===== config.mk =====
export PLATFORM = sky130hd
export DESIGN_NAME = linear_interpolation_stepper_top
export DESIGN_NICKNAME = d
export VERILOG_FILES = /design/src/rtl/lis_pkg.sv /design/src/rtl/lis_div.sv /design/src/rtl/lis_lanes.sv /design/src/rtl/linear_interpolation_stepper_top.sv
export VERILOG_INCLUDE_DIRS = /design/src /design/src/rtl
export SDC_FILE = /design/constraint.sdc
export NUM_CORES = 1
export LEC_CHECK = 0
export BUFFER_PORTS_ARGS = -buffer_cell sky130_fd_sc_hd__buf_2
export CAP_MARGIN = 15
export CORE_ASPECT_RATIO = 1.5
export CORE_UTILIZATION = 35
export CTS_CLUSTER_DIAMETER = 100
export CTS_CLUSTER_SIZE = 10
export DETAILED_ROUTE_END_ITERATION = 12
export GPL_TIMING_DRIVEN = 0
export PLACE_DENSITY = 0.6
export SLEW_MARGIN = 20
export SYNTH_ARGS = -nofsm -noshare
export SYNTH_HDL_FRONTEND = slang
export SYNTH_SLANG_ARGS = --single-unit

===== constraint.sdc =====
create_clock -name clk -period 13.7 [get_ports clk]
set_input_delay 1.37 -clock clk [delete_from_list [all_inputs] [get_ports clk]]
set_output_delay 1.37 -clock clk [all_outputs]
set_load 0.1 [all_outputs]

===== src/rtl/assert_macros.svh =====
// Assertion macros shared by the linear interpolation stepper RTL
`ifndef ASSERT_MACROS_SVH
`define ASSERT_MACROS_SVH

// Same-cycle implication, sampled on clk, off while arst_n is low
`define LIS_ASSERT_IMPL(lbl, ante, cons, msg) \
	lbl: assert property (@(posedge clk) disable iff (!arst_n) (ante) |-> (cons)) \
		else $error(msg);

// Next-cycle implication, sampled on clk, off while arst_n is low
`define LIS_ASSERT_NEXT(lbl, ante, cons, msg) \
	lbl: assert property (@(posedge clk) disable iff (!arst_n) (ante) |=> (cons)) \
		else $error(msg);

`endif


===== src/rtl/lis_pkg.sv =====
// Package: widths, sequencer states and lane control struct of the stepper
`timescale 1ns / 1ps

package lis_pkg;

	localparam int LANE_W        = 24;
	localparam int DIFF_W        = LANE_W + 1;
	localparam int NUM_LANES     = 3;
	localparam int LANE_SEL_W    = 2;
	localparam int COUNT_W       = 7;
	localparam int IDX_W         = 6;
	localparam int MAX_COUNT_DEF = 64;

	typedef logic [LANE_SEL_W-1:0] lane_sel_t;

	localparam lane_sel_t LAST_LANE = lane_sel_t'(NUM_LANES - 1);

	typedef enum logic [1:0] {
		S_IDLE,
		S_DIV_GO,
		S_DIV_WAIT,
		S_EMIT
	} lis_state_t;

	// Commands from the sequencer to the lane registers
	typedef struct packed {
		logic      load;
		logic      step_wr;
		lane_sel_t lane;
		logic      advance;
	} lis_lane_ctrl_t;

endpackage


===== src/rtl/lis_div.sv =====
// Shared restoring divider: unsigned magnitude by small divisor, one bit per cycle
`timescale 1ns / 1ps
`include "assert_macros.svh"

module lis_div #(
	parameter int DIVISOR_W = 6
) (
	input  logic                        clk,
	input  logic                        arst_n,
	input  logic                        start,
	input  logic [lis_pkg::DIFF_W-1:0]  dividend,
	input  logic [DIVISOR_W-1:0]        divisor,
	output logic                        done,
	output logic [lis_pkg::DIFF_W-1:0]  quotient
);

	localparam int QW    = lis_pkg::DIFF_W;
	localparam int CNT_W = $clog2(QW);

	logic             busy_q;
	logic             done_q;
	logic [CNT_W-1:0] cnt_q;
	logic [DIVISOR_W-1:0] rem_q;
	logic [DIVISOR_W-1:0] dvs_q;
	logic [QW-1:0]        quo_q;

	logic [DIVISOR_W:0]   shifted;
	logic [DIVISOR_W+1:0] trial;
	logic                 fits;

	// Shift in the next dividend bit and try the subtract
	always_comb begin
		shifted = {rem_q, quo_q[QW-1]};
		trial   = {1'b0, shifted} - {2'b00, dvs_q};
		fits    = ~trial[DIVISOR_W+1];
	end

	// Control: busy while the quotient bits are shifted in, then a one-cycle done pulse
	always_ff @(posedge clk or negedge arst_n) begin
		if (!arst_n) begin
			busy_q <= 1'b0;
			done_q <= 1'b0;
			cnt_q  <= '0;
		end else begin
			done_q <= 1'b0;
			if (start) begin
				busy_q <= 1'b1;
				cnt_q  <= '0;
			end else if (busy_q) begin
				cnt_q <= cnt_q + CNT_W'(1);
				if (cnt_q == CNT_W'(QW - 1)) begin
					busy_q <= 1'b0;
					done_q <= 1'b1;
				end
			end
		end
	end

	// Datapath: partial remainder and quotient shift register
	always_ff @(posedge clk) begin
		if (start) begin
			rem_q <= '0;
			quo_q <= dividend;
			dvs_q <= divisor;
		end else if (busy_q) begin
			rem_q <= fits ? trial[DIVISOR_W-1:0] : shifted[DIVISOR_W-1:0];
			quo_q <= {quo_q[QW-2:0], fits};
		end
	end

	assign done     = done_q;
	assign quotient = quo_q;

	`LIS_ASSERT_IMPL(a_div_no_restart, start, !busy_q, "divider started while busy")
	`LIS_ASSERT_IMPL(a_div_done_after_busy, done_q, !busy_q && $past(busy_q),
		"divider done without a finished run")

endmodule


===== src/rtl/lis_lanes.sv =====
// Lane registers: position, step and difference for the three components
`timescale 1ns / 1ps

module lis_lanes (
	input  logic                                           clk,
	input  lis_pkg::lis_lane_ctrl_t                        ctrl,
	input  logic [lis_pkg::NUM_LANES-1:0][lis_pkg::LANE_W-1:0] start_v,
	input  logic [lis_pkg::NUM_LANES-1:0][lis_pkg::LANE_W-1:0] end_v,
	input  logic [lis_pkg::DIFF_W-1:0]                     quotient,
	output logic [lis_pkg::DIFF_W-1:0]                     div_mag,
	output logic [lis_pkg::NUM_LANES-1:0][lis_pkg::LANE_W-1:0] pos
);

	localparam int LW = lis_pkg::LANE_W;
	localparam int DW = lis_pkg::DIFF_W;
	localparam int NL = lis_pkg::NUM_LANES;

	logic [LW-1:0] pos_q  [NL];
	logic [LW-1:0] step_q [NL];
	logic [DW-1:0] diff_q [NL];

	logic          sel_neg;
	logic [DW-1:0] sel_diff;
	logic [LW-1:0] step_val;

	// Magnitude of the selected difference feeds the divider; sign fixes the step
	always_comb begin
		sel_diff = diff_q[ctrl.lane];
		sel_neg  = sel_diff[DW-1];
		div_mag  = sel_neg ? (~sel_diff + DW'(1)) : sel_diff;
		step_val = sel_neg ? LW'(~quotient + DW'(1)) : LW'(quotient);
	end

	// Load on accept, write steps as they finish, advance on each taken word but the last
	always_ff @(posedge clk) begin
		for (int i = 0; i < NL; i++) begin
			if (ctrl.load) begin
				pos_q[i]  <= start_v[i];
				step_q[i] <= '0;
				diff_q[i] <= {end_v[i][LW-1], end_v[i]} - {start_v[i][LW-1], start_v[i]};
			end else if (ctrl.advance) begin
				pos_q[i] <= pos_q[i] + step_q[i];
			end
		end
		if (ctrl.step_wr) begin
			step_q[ctrl.lane] <= step_val;
		end
	end

	always_comb begin
		for (int i = 0; i < NL; i++) begin
			pos[i] = pos_q[i];
		end
	end

endmodule


===== src/rtl/linear_interpolation_stepper_top.sv =====
// Linear interpolation stepper: top level with the run sequencer
//
// Input channel: start_x/y/z, end_x/y/z (signed Q8.16) and count, handshaked
// by in_valid / in_stall. A word is taken when in_valid is high and in_stall
// is low. count above MAX_COUNT is clamped; count of zero is dropped.
// Output channel: one word per point (out_x/y/z, point_index, last) under
// out_valid / out_stall. last marks the final point of the run.
// Timing: the three per-lane steps come from one shared bit-serial divider,
// run once per lane, so the first point is valid once all three steps are
// written (a count of one skips the divider and goes straight to the points).
// After that one point per cycle while out_stall is low. in_stall stays high
// from an accepted word with a nonzero count until its last point has been
// taken; a word with a count of zero leaves it low.
// A stalled output word holds all fields; the run simply pauses.
// Reset (arst_n low) returns the sequencer to idle and drops any run.

`timescale 1ns / 1ps
`include "assert_macros.svh"

module linear_interpolation_stepper_top #(
	parameter int MAX_COUNT = lis_pkg::MAX_COUNT_DEF
) (
	input  logic                              clk,
	input  logic                              arst_n,
	input  logic                              in_valid,
	output logic                              in_stall,
	input  logic signed [lis_pkg::LANE_W-1:0] start_x,
	input  logic signed [lis_pkg::LANE_W-1:0] start_y,
	input  logic signed [lis_pkg::LANE_W-1:0] start_z,
	input  logic signed [lis_pkg::LANE_W-1:0] end_x,
	input  logic signed [lis_pkg::LANE_W-1:0] end_y,
	input  logic signed [lis_pkg::LANE_W-1:0] end_z,
	input  logic [lis_pkg::COUNT_W-1:0]       count,
	output logic                              out_valid,
	input  logic                              out_stall,
	output logic signed [lis_pkg::LANE_W-1:0] out_x,
	output logic signed [lis_pkg::LANE_W-1:0] out_y,
	output logic signed [lis_pkg::LANE_W-1:0] out_z,
	output logic [lis_pkg::IDX_W-1:0]         point_index,
	output logic                              last
);

	localparam int N_W = $clog2(MAX_COUNT + 1);
	localparam int K_W = $clog2(MAX_COUNT);

	lis_pkg::lis_state_t     state_q, state_d;
	lis_pkg::lis_lane_ctrl_t ctrl;
	lis_pkg::lane_sel_t      lane_q;
	logic [N_W-1:0]          n_q;
	logic [N_W-1:0]          n_sat;
	logic [K_W-1:0]          k_q;
	logic [K_W-1:0]          k_end;

	logic in_acc;
	logic out_acc;
	logic last_pt;
	logic div_start;
	logic div_done;

	logic [lis_pkg::DIFF_W-1:0] div_mag;
	logic [lis_pkg::DIFF_W-1:0] quotient;
	logic [lis_pkg::NUM_LANES-1:0][lis_pkg::LANE_W-1:0] start_v, end_v, pos;

	// Clamp the count and decode the handshakes
	always_comb begin
		n_sat   = (count > lis_pkg::COUNT_W'(MAX_COUNT)) ? N_W'(MAX_COUNT) : N_W'(count);
		in_acc  = in_valid && !in_stall;
		out_acc = out_valid && !out_stall;
		k_end   = K_W'(n_q - N_W'(1));
		last_pt = (k_q == k_end);
	end

	// Next state
	always_comb begin
		state_d = state_q;
		unique case (state_q)
			lis_pkg::S_IDLE: begin
				if (in_acc && count != '0) begin
					state_d = (n_sat == N_W'(1)) ? lis_pkg::S_EMIT : lis_pkg::S_DIV_GO;
				end
			end
			lis_pkg::S_DIV_GO: begin
				state_d = lis_pkg::S_DIV_WAIT;
			end
			lis_pkg::S_DIV_WAIT: begin
				if (div_done) begin
					state_d = (lane_q == lis_pkg::LAST_LANE) ? lis_pkg::S_EMIT
						: lis_pkg::S_DIV_GO;
				end
			end
			lis_pkg::S_EMIT: begin
				if (out_acc && last_pt) begin
					state_d = lis_pkg::S_IDLE;
				end
			end
			default: state_d = lis_pkg::S_IDLE;
		endcase
	end

	// Sequencer outputs
	always_comb begin
		ctrl      = '0;
		ctrl.lane = lane_q;
		div_start = 1'b0;
		in_stall  = 1'b1;
		out_valid = 1'b0;
		unique case (state_q)
			lis_pkg::S_IDLE: begin
				in_stall  = 1'b0;
				ctrl.load = in_valid;
			end
			lis_pkg::S_DIV_GO: begin
				div_start = 1'b1;
			end
			lis_pkg::S_DIV_WAIT: begin
				ctrl.step_wr = div_done;
			end
			lis_pkg::S_EMIT: begin
				out_valid    = 1'b1;
				ctrl.advance = !out_stall && !last_pt;
			end
			default: begin
				in_stall = 1'b1;
			end
		endcase
	end

	// State, lane and point counters
	always_ff @(posedge clk or negedge arst_n) begin
		if (!arst_n) begin
			state_q <= lis_pkg::S_IDLE;
			lane_q  <= '0;
			n_q     <= '0;
			k_q     <= '0;
		end else begin
			state_q <= state_d;
			if (ctrl.load) begin
				n_q    <= n_sat;
				lane_q <= '0;
				k_q    <= '0;
			end
			if (ctrl.step_wr) begin
				lane_q <= lane_q + lis_pkg::LANE_SEL_W'(1);
			end
			if (ctrl.advance) begin
				k_q <= k_q + K_W'(1);
			end
		end
	end

	assign start_v = {start_z, start_y, start_x};
	assign end_v   = {end_z, end_y, end_x};

	lis_div #(
		.DIVISOR_W (K_W)
	) u_div (
		.clk      (clk),
		.arst_n   (arst_n),
		.start    (div_start),
		.dividend (div_mag),
		.divisor  (k_end),
		.done     (div_done),
		.quotient (quotient)
	);

	lis_lanes u_lanes (
		.clk      (clk),
		.ctrl     (ctrl),
		.start_v  (start_v),
		.end_v    (end_v),
		.quotient (quotient),
		.div_mag  (div_mag),
		.pos      (pos)
	);

	assign out_x       = pos[0];
	assign out_y       = pos[1];
	assign out_z       = pos[2];
	assign point_index = lis_pkg::IDX_W'(k_q);
	assign last        = last_pt;

	`LIS_ASSERT_NEXT(a_busy_after_accept, in_valid && !in_stall && count != '0, in_stall,
		"input taken again before the run ended")
	`LIS_ASSERT_IMPL(a_done_only_waiting, div_done, state_q == lis_pkg::S_DIV_WAIT,
		"divider finished outside a step wait")
	`LIS_ASSERT_NEXT(a_run_ends, out_valid && !out_stall && last, !out_valid,
		"output still valid after the last point")
	`LIS_ASSERT_NEXT(a_index_steps, out_valid && !out_stall && !last,
		out_valid && point_index == lis_pkg::IDX_W'($past(point_index) + 1'b1),
		"point index did not advance by one")

endmodule


==> summary by stage, run 1 <==
Outcome
The flow ran to the end, and the final reports show no timing, DRC or antenna violations.

STA
The number of hold violations in the final report is 0. Timing would allow up to 238 MHz. At the pin with the least slew margin, the transition time is 1.09 ns.

Setup violations remaining at the end of the flow were counted as 0. The worst slew margin relative to its limit is 0.273. The worst-case clock skew is 0.0254 ns.

The total count of max-transition violations in the final report is 0. The post-route setup TNS is 0 ns. For the finished layout, the period the worst path requires is 4.19 ns. Setup slack closes at 9.51 ns.

Setup repair after global routing left no endpoint under its margin. The final critical-path share of the clock period is 0.306.

Finish
The layout overhead on the synthesized area is 14.9%. The area of the multi-input gates is 10600 µm². The number of filler cells placed in the layout is 5382. The post-route cell area is 22500 µm².

For this run, the post-layout net count is 2640. The sequential cell area in the final layout is 8200 µm². The ratio of cells with drive above 1 in the final layout is 0.141.

Yosys
The flip-flop cell with the highest count after synthesis is edfxtp_1. In the synthesized netlist, the number of instances is 2053. The number of flops mapped to enable cells by yosys is 250. The number of synthesis warnings is 0. The area fraction of the dominant cell type after synthesis is 0.383. After synthesis, the netlist uses 84 different library cells. Of all cell types, the one taking the most synthesized area is edfxtp_1. The synthesized netlist net count is 2371. By area the synthesized netlist is led by edfxtp_1, ha_1, o21ai_0. Of the synthesized area, sequential elements account for 0.419. Counting flops with an async set or reset pin after synthesis yields a share of 0.0824. The cell area after technology mapping is 19600 µm².

Averaged over all synthesized cells, the footprint is 9.55 µm². The flip-flop and latch count after synthesis is 279.

Critical path
In this run the critical register-to-register path is launched from n_q[0]. The setup slack on the worst flop-to-flop path is 9.51 ns. In this run the critical register-to-register path is captured at u_lanes.pos_q[2][18]. The top fanout value on the critical path is 5. Counting cells, the worst reg-to-reg path comes to 10. On the worst path, the slowest cell contributes a delay of 0.46 ns. The worst setup path is launched from a flop. The signal on the critical path passes through inv_1, ha_1, nor3b_1, xnor3_1, o2111ai_1, nor2_1, buf_2.

The critical path contains buffers and inverters numbering 2 combined. The worst setup path is captured at an output pin. The worst setup path is of the reg2out kind.

The data arrival at the endpoint of the critical path is 2.82 ns. At the worst endpoint, the required time is 12.33 ns. The critical-path cell with the highest stage delay is buf_2.

On the critical path the largest part of the delay comes from simple AND/OR/NAND/NOR gates.

Clocking
For the worst-skew pair, the clock arrives at the later sink with an insertion delay of 0.61 ns. The number of gates resized after CTS was 0. Clock tree synthesis found a total of 279 sinks. Hold repair after CTS inserted 0 buffers.

The clock slew at the register clock pins of the worst setup and hold paths is 0.06 ns. The CTS tree is built. The H-tree level count is 1. Buffers inserted during clock tree synthesis total 31. The number of buffers between clock root and the deepest sink is 3.

The clock tree root driver cell is clkbuf_16. The post-CTS setup buffer count is 0.

Die
The die outline height is 292 µm. After floorplanning, the core was divided into 105 placement rows. The die covers 57000 µm².

The placeable core region is 55000 µm². The horizontal extent of the die is 195 µm. The initial utilization of the core area, before any placement, comes to 0.356.

During I/O placement, the number of pins put on the boundary was 236.

Min path
The start point of the worst min-delay path is u_div.rem_q[1]. The worst hold path passes through 2 cells. The end point of the worst hold path is u_div.rem_q[2]. The min-delay analysis places its worst path in the category reg2reg.

Drt
The DRC violation total after the first TritonRoute iteration is 1098. Dividing the detail-routed via count by the number of cells gives 5.47. In the routed design, unresolved DRC markers number 0.

The routed wirelength normalized by instance count is 22.1 µm. The residual antenna-violating net count after detailed routing is 0. The via count is 16600. The total length of routed wires is 66.9 mm. The first detailed-routing pass ran for 5 iterations.

Placement
The cell area reported after detailed placement is 21700 µm². After legalization and detailed placement, the total HPWL measured 55.1 mm. At the placement stage, the worst setup path has a slack of 9.27 ns.

The number of buffers added on ports is 235. The placer's final routability congestion estimate is 0.962.

GRT
The initial antenna violation count is 2. Across every metal layer, demand over resource in global routing totals 0.229. The first global-routing pass estimated 98.0 mm of wire. The via count of the first global-routing pass is 16600. Summed over all layers, the global routing overflow is 0. The pin count of the biggest net entering global routing is 83.

Pwr
The total power draw is 4.45 mW. The leakage power figure is 9.53 nW. The total power per unit cell area is 198 nW/µm². The maximum vdd drop is 120 µV.

Run
The reported max-cap violation count is 0.
-- logic make-up (layout without fill, tap and decap cells) --
kind of cell	count (synthesis)	after routing	share of synthesized area
mux	52	52	0.0280
simple gates	612	612	0.144
compound gates	565	565	0.181
flops	279	279	0.419
buf+inv	204	484	0.0399
xor+xnor	178	178	0.0816
fa+ha+maj	163	163	0.107
other cells	0	2	0
-- flip-flops by register name, indices dropped and copies added (netlist names), 5 cells and up --
name,cells
n_q,6
u_lanes.step_q,72
u_div.cnt_q,5
point_index,6
u_div.dvs_q,6
u_div.rem_q,6
u_div.quotient,25
u_lanes.diff_q,75
u_lanes.pos_q,72
-- worst register-to-register path, cell delays in order, from the launching register on --
cell and delay, ns:
dfrtp_1 0.41, inv_1 0.12, ha_1 0.19, nor3b_1 0.34, xnor3_1 0.20, o2111ai_1 0.27
o21ai_2 0.65, clkbuf_1 0.63, clkbuf_1 0.80, nand2_1 0.23, o41ai_1 0.13
-- how the worst max path moves through the flow --
stage                    start                     to  slack, ns  cells past startpoint
floorplan             in_valid    u_lanes.pos_q[0][0]       8.58                      4
global placement      in_valid    u_lanes.pos_q[0][7]       6.69                      5
detailed placement  start_y[0]  u_lanes.diff_q[1][20]       9.27                     10
CTS                     n_q[0]   u_lanes.pos_q[2][18]       9.46                     10
global route            n_q[0]   u_lanes.pos_q[2][18]       9.30                     10
finish                  n_q[0]                   last       9.51                      7
-- metrics by stage --
stage	cells	util	hold WS (ns)
floorplan	2053	-	0.477
global placement	2983	0.393	0.514
detailed placement	2984	0.394	0.510
CTS	3028	0.409	0.526
global route	3030	0.409	0.565
finish	3030	0.409	0.517
-- per-layer routing --
metal / GRT usage / up-vias / wire length (µm)
li1: - / 8014 / -
met1: 0.262 / 7875 / 25800
met2: 0.399 / 535 / 32600
met3: 0.0305 / 146 / 3820
met4: 0.150 / 0 / 4650
met5: 0 / - / 0
-- synthesized netlist by cell type (29+ instances only) --
cell type  instances
xor2_1            76
nand2_1          214
mux2i_1           29
ha_1             156
nor3_1            31
edfxtp_1         250
a21oi_1          136
xnor2_1           99
nand3_1           40
clkbuf_1          56
o21ai_0          174
inv_1            136
nor2_1           191
a21o_1            62
-- cells in the final DEF, fill, tap and decap left out, types with 11 or more instances in the layout --
cell	instances
edfxtp_1	250
clkbuf_16	31
a31oi_1	23
nand2b_1	20
nor2_1	191
o31ai_1	21
nand4_1	21
buf_2	242
inv_1	135
o41ai_1	11
o21a_1	23
ha_1	156
a21oi_1	136
mux2_2	23
nand3_1	40
and3_1	17
o21ai_0	174
nor3_1	31
xor2_1	76
nand2_1	214
nor2b_1	13
clkbuf_1	68
o21bai_1	15
mux2i_1	29
a211oi_1	14
dfrtp_1	23
a21o_1	62
xnor2_1	99
-- cell type report --
| type | count | area share |
|---|---|---|
| Multi-Input combinational cell | 1570 | 0.471 |
| Sequential cell | 279 | 0.364 |
| Timing Repair Buffer | 236 | 0.0534 |
| Tap cell | 695 | 0.0386 |
| Clock buffer | 43 | 0.0364 |
| Inverter | 138 | 0.0233 |
| Buffer | 66 | 0.0117 |
| Clock inverter | 1 | 0.000889 |
| Antenna cell | 2 | 0.000222 |
-- report_power, final --
group          leakage [nW]  internal (mW)  total [mW]  switching, mW
clock                 0.406          0.410       0.754          0.344
sequential             2.66           1.19        1.35          0.158
combinational          6.47          0.697        2.35           1.65
Power figures use the tool's default switching activity.
==> run 2: changes to the inputs <==
==> constraint.sdc (replaced) <==
create_clock -name clk -period 4.4 [get_ports clk]
set_input_delay 0.44 -clock clk [delete_from_list [all_inputs] [get_ports clk]]
set_output_delay 0.44 -clock clk [all_outputs]
set_load 0.1 [all_outputs]
==> run 2 against run 1 <==
Non-clock buffer count grew 1. Sequential cell count unchanged. Via count grew 0.69%. Sequential power rose to 3.1 times the previous value. Count of clock-buffer cells in the layout rose by 2. Largest cell class unchanged. Critical endpoint is now u_lanes.pos_q[2][18]. Cell count barely moved. Hold slack worse by 0.41 ns. Combinational power rose to 3.1 times the previous value. Register-to-register slack got worse by 9.3 ns. Largest power group unchanged. Clock skew shrank 0.0014 ns. Critical path depth grew 3.
==> summary by stage, run 2 (same netlist as run 1, synthesis figures left out) <==
Critical path
Together, buffers and inverters on the worst path number 3. Among the stages of the critical path, the cell type that occurs most often is clkbuf_1. The type of destination of the critical path is a flop. The data required time at the worst endpoint is 4.76 ns. The classification of the worst setup path is reg2reg. The dominant delay contributor by cell family on the critical path is buffers and inverters. For this design, the slowest cell found on the critical path is clkbuf_1.

Traced cell by cell, the critical path runs through inv_1, ha_1, nor3b_1, xnor3_1, o2111ai_1, o21ai_2, clkbuf_1, clkbuf_1, nand2_1, o41ai_1. The top fanout value on the critical path is 10. STA classifies the critical path startpoint as a flop. For the worst setup path, the data arrival time is 4.52 ns. In this design, the stage delay of the slowest critical-path cell is 0.81 ns.

Finish
Across the whole layout, storage elements account for 8200 µm². The largest registers in the layout are u_lanes.diff_q x75, u_lanes.pos_q x72, u_lanes.step_q x72. The post-route cell area is 22500 µm². The most frequent standard cell in the layout excluding fill and tap cells is edfxtp_1. The number of filler cells placed in the layout is 5500. The layout overhead on the synthesized area is 14.9%. For this run, the share of the core covered by cells in the final layout is 0.409.

Of the cells placed in the final design, the portion with a size suffix greater than 1 is 0.140. The library cells used most frequently in the layout, excluding fill and tap cells, are edfxtp_1, buf_2, nand2_1. u_lanes.diff_q holds more flip-flops than any other register. The number of nets at the end of the flow is 2641. The register with the most flip-flops in the layout has 75 of them. In the final layout, the multi-input gates occupy 10600 µm².

Drt
The via count is 16700. Using the TritonRoute via totals, the vias-per-cell ratio works out to 5.50. The count of TritonRoute iterations in the first routing pass is 6. The routed wirelength normalized by instance count is 22.3 µm. The post-detailed-route DRC marker count is 0.

The total length of routed wires is 67.6 mm. The DRC violation total after the first TritonRoute iteration is 1170. The count of nets left with antenna violations once routing finished came out at 0.

STA
On the final layout, the worst clock skew is 0.0240 ns. At the pin with the least slew margin, the transition time is 1.11 ns. Setup violations remaining at the end of the flow were counted as 0. The total count of max-transition violations in the final report is 0. Setup repair after global routing left no endpoint under its margin. Timing would allow up to 240 MHz. The worst slew margin relative to its limit is 0.259. The final worst setup slack is 0.242 ns.

The number of hold violations in the final report is 0. The post-route setup TNS is 0 ns. The final critical-path share of the clock period is 0.945. After layout, the minimum clock period comes to 4.16 ns.

Placement
The number of buffers added on ports is 235. OpenSTA, run right after detailed placement, puts the worst setup slack at 0.234 ns. Detailed placement ended at an HPWL of 55.5 mm. The placer's final routability congestion estimate is 0.957. The cell area reported after detailed placement is 21700 µm².

GRT
The via count of the first global-routing pass is 16600. Entering global routing, the biggest net connects 83 pins. The total global-route track usage is 0.233. The initial antenna violation count is 1. The first-pass GRT wire length is 100 mm. The remaining global-route overflow is 0.

Clocking
The clock latency of the later-clocked register in the worst-skew pair is 0.58 ns. The post-CTS setup buffer count is 0. CTS built an H-tree with a depth of 1. The clock tree root driver cell is clkbuf_16. The CTS tree is built. The number of buffers between clock root and the deepest sink is 3.

The TritonCTS sink count is 279. The number of clock buffers inserted by TritonCTS is 31. The clock slew at the register clock pins of the worst setup and hold paths is 0.07 ns.

Min path
The min-delay analysis places its worst path in the category in2reg.

Die
The area enclosed by the die boundary is 57000 µm². The floorplan step set the die height to 292 µm. The die is 195 µm wide. The placeable core region is 55000 µm². The count of boundary I/O pins is 236.

The row count is 105. The initial utilization of the core area, before any placement, comes to 0.356.

Pwr
The total power per unit cell area is 616 nW/µm². The maximum vdd drop is 340 µV. Total power for the finished layout comes to 13.9 mW. In this run the static leakage power is 9.53 nW.

Outcome
The run finished with clean final reports.

Run
The tool flagged a number of max-cap violations equal to 0.
[run 2: cell count changes in the layout (fill, tap and decap cells not counted)]
| cell | delta |
|---|---|
| inv_16 | -1 |
| dlygate4sd3_1 | +1 |
| diode_2 | -1 |
| clkbuf_1 | +2 |
[run 2: repair_timing]
item / 4_1_cts / 5_1_grt
endpoints found under the hold margin: 23 / 0
hold buffers: 1 / 0
resized for setup: 0 / 0
[run 2: area by class of cell]
cell class,instances,area share
Sequential cell,279,0.364
Buffer,66,0.0117
Antenna cell,1,0.000111
Inverter,138,0.0233
Timing Repair Buffer,237,0.0539
Clock buffer,45,0.0368
Multi-Input combinational cell,1570,0.471
Tap cell,695,0.0386
[run 2: stage by stage]
step,cells,hold slack [ns]
2_1_floorplan,2053,0.144
3_3_place_gp,2983,0.469
3_5_place_dp,2984,0.475
4_1_cts,3030,0.0936
5_1_grt,3031,0.123
6_report,3031,0.105
[run 2: metal layers]
layer | track usage | wire length, µm | part of all wire | vias up
met5 | 0 | 0 | 0 | -
met4 | 0.137 | 4200 | 0.062 | 0
met3 | 0.0313 | 3800 | 0.056 | 129
met2 | 0.411 | 33300 | 0.49 | 563
met1 | 0.269 | 26300 | 0.39 | 7996
li1 | - | - | - | 7996
[run 2: final timing paths]
| kind | from | endpoint | slack, ns | cells after the start |
|---|---|---|---|---|
| worst max-delay path | n_q[0] | u_lanes.pos_q[2][18] | 0.24 | 10 |
| worst min-delay path | count[4] | n_q[4] | 0.11 | 3 |
| worst max register to register | n_q[0] | u_lanes.pos_q[2][18] | 0.24 | 10 |
| worst min register to register | u_div.rem_q[1] | u_div.rem_q[2] | 0.52 | 2 |
| max in group asynchronous | arst_n | lane_q[1] | 3.61 | 2 |
| min in group asynchronous | arst_n | point_index[3] | 0.39 | 2 |
[run 2: tightest hold or removal path, cell delays in order]
cell     delay [ns]
buf_2          0.10
nand2_1        0.04
o21ai_0        0.06
[run 2: where the power goes]
part / internal [mW] / switching [mW]
clock network: 1.27 / 1.06
logic: 2.17 / 5.15
registers: 3.72 / 0.504
==> run 3: changes to the inputs <==
--- a/config.mk
+++ b/config.mk
@@ -15,6 +15,7 @@
 export DETAILED_ROUTE_END_ITERATION = 12
 export GPL_TIMING_DRIVEN = 0
 export PLACE_DENSITY = 0.6
+export RECOVER_POWER = 25
 export SLEW_MARGIN = 20
 export SYNTH_ARGS = -nofsm -noshare
 export SYNTH_HDL_FRONTEND = slang
==> run 3 against run 2 <==
Clock skew shrank 0.0025 ns. Die area did not move. Setup slack lost 0.010 ns. Count of clock-buffer cells in the layout unchanged. Cell count is the same. Largest cell class unchanged.
==> summary by stage, run 3 (same netlist as run 1, synthesis figures left out) <==
Min path
The classification of the worst-slack hold path is in2reg. Counting instances, the worst hold path has a depth of 3.

Finish
The register name with the most flops is u_lanes.diff_q. In the layout the commonest cells are edfxtp_1, nand2_1, nor2_1. In the final layout, the share of cells above drive strength 1 is 0.101. The number of nets at the end of the flow is 2641. The layout overhead on the synthesized area is 14.3%.

The flip-flop count of the largest register, all copies and words added is 75. The most frequent standard cell in the layout excluding fill and tap cells is edfxtp_1. In the final layout, the registers with the most flip-flops are u_lanes.diff_q x75, u_lanes.pos_q x72, u_lanes.step_q x72.

STA
The worst-case clock skew is 0.0215 ns. The post-route setup TNS is 0 ns. The minimum clock period after layout is 4.17 ns.

The final worst setup slack is 0.231 ns. The total count of max-transition violations in the final report is 0. Timing would allow up to 240 MHz. Setup repair after global routing left no endpoint under its margin. The worst pin sits at a relative slew slack of 0.0727. The number of hold violations in the final report is 0. At the pin with the least slew margin, the transition time is 1.39 ns.

The count of final setup violators is 0. Of the available clock period, the critical path in the final layout requires 0.947.

Die
The die outline height is 292 µm. 236 I/O pins were placed. In this run the horizontal extent of the chip is 195 µm. The row count is 105. The floorplan step defined a die boundary enclosing 57000 µm². The initial core utilization is 0.356. In this run the standard cell core region covers 55000 µm².

Outcome
The run finished with clean final reports.

Placement
The HPWL reported at the end of detailed placement is 55.5 mm. The pre-CTS worst setup slack is 0.234 ns. The placer's final routability congestion estimate is 0.957. The number of buffers added on ports is 235.

GRT
For this run, the total global-route usage over all layers was measured as 0.233. The via count of the first global-routing pass is 16600. The remaining global-route overflow is 0. Entering global routing, the biggest net connects 83 pins. The initial antenna violation count was 1.

The first-pass GRT wire length is 100 mm.

Pwr
The maximum vdd drop is 340 µV. Dividing total power by cell area gives a power density of 617 nW/µm². The leakage power figure is 9.28 nW. The design draws 13.8 mW.

Drt
Dividing the detail-routed via count by the number of cells gives 5.50. The residual antenna-violating net count after detailed routing is 0. The count of TritonRoute iterations in the first routing pass is 7. After detailed routing, the average wire length per cell comes to 22.3 µm. The detailed router finished its first iteration with 1171 violations. The post-detailed-route DRC marker count is 0. After detailed routing, the total wire length is 67.7 mm. The routed layout has 16700 vias.

Critical path
Of all nets on the critical path, the largest fanout is 10. Data on the critical path is required at its endpoint by 4.76 ns. The type of destination of the critical path is a flop. The worst setup path is launched from a flop.

The data arrival at the endpoint of the critical path is 4.52 ns. The classification of the worst setup path is reg2reg. Measured in cells, the most critical reg-to-reg path has a length of 10.

Clocking
The clock latency of the later-clocked register in the worst-skew pair is 0.58 ns. The clock slew at the register clock pins of the worst setup and hold paths is 0.07 ns. CTS built an H-tree with a depth of 1.

The clock passes through at most 3 buffers. TritonCTS built the clock tree. The TritonCTS sink count is 279.

The clock tree root driver cell is clkbuf_16. Counting the buffers created by CTS gives 31. The post-CTS resize count is 0.

Run
Across the run, the number of max-cap violations was 0.
## run 3: repair_timing
item	CTS	global route
setup buffers	0	0
hold buffers	1	0
hold endpoints to repair	23	0
## run 3: area by class of cell
type / instances / area (µm²)
inverters: 138 / 526
plain buffers: 66 / 262
repair buffers: 237 / 1110
flip-flops and latches: 279 / 8200
clock buffers: 45 / 828
well taps: 695 / 870
multi-input cells: 1570 / 10600
diodes: 1 / 2.50
fillers: 5521 / 32600
## run 3: path summary, 6_finish.rpt
check / startpoint / end / slack, ns
setup / recovery: n_q[0] / u_lanes.pos_q[2][18] / 0.23
hold / removal: count[4] / n_q[4] / 0.11
setup reg to reg: n_q[0] / u_lanes.pos_q[2][18] / 0.23
hold reg to reg: u_div.rem_q[1] / u_div.rem_q[2] / 0.53
max in group asynchronous: arst_n / n_q[1] / 2.87
min in group asynchronous: arst_n / point_index[3] / 0.70
## run 3: power breakdown
group / leakage [nW] / internal, mW / switching [mW]
clock network: 0.399 / 1.27 / 1.06
logic: 6.22 / 2.11 / 5.16
registers: 2.66 / 3.72 / 0.505
## run 3: critical path, stage by stage (launching register included)
cell       delay [ns]
dfrtp_1          0.40
inv_1            0.12
ha_1             0.19
nor3b_1          0.38
xnor3_1          0.20
o2111ai_1        0.28
o21ai_2          0.70
clkbuf_1         0.57
clkbuf_1         0.81
nand2_1          0.16
o41ai_1          0.12
## run 3: stage by stage
stage | cells | instance area [µm²] | hold WS (ns) | utilization
6_report | 3031 | 22400 | 0.108 | 0.407
4_1_cts | 3030 | 22500 | 0.0936 | 0.409
2_1_floorplan | 2053 | 19600 | 0.144 | -
3_5_place_dp | 2984 | 21700 | 0.475 | 0.394
3_3_place_gp | 2983 | 21600 | 0.469 | 0.393
5_1_grt | 3031 | 22400 | 0.123 | 0.407
## run 3: per-layer routing
layer  GRT usage  wire [µm]
met3      0.0313       3790
met4       0.137       4190
met1       0.269      26400
met5           0          0
met2       0.411      33300
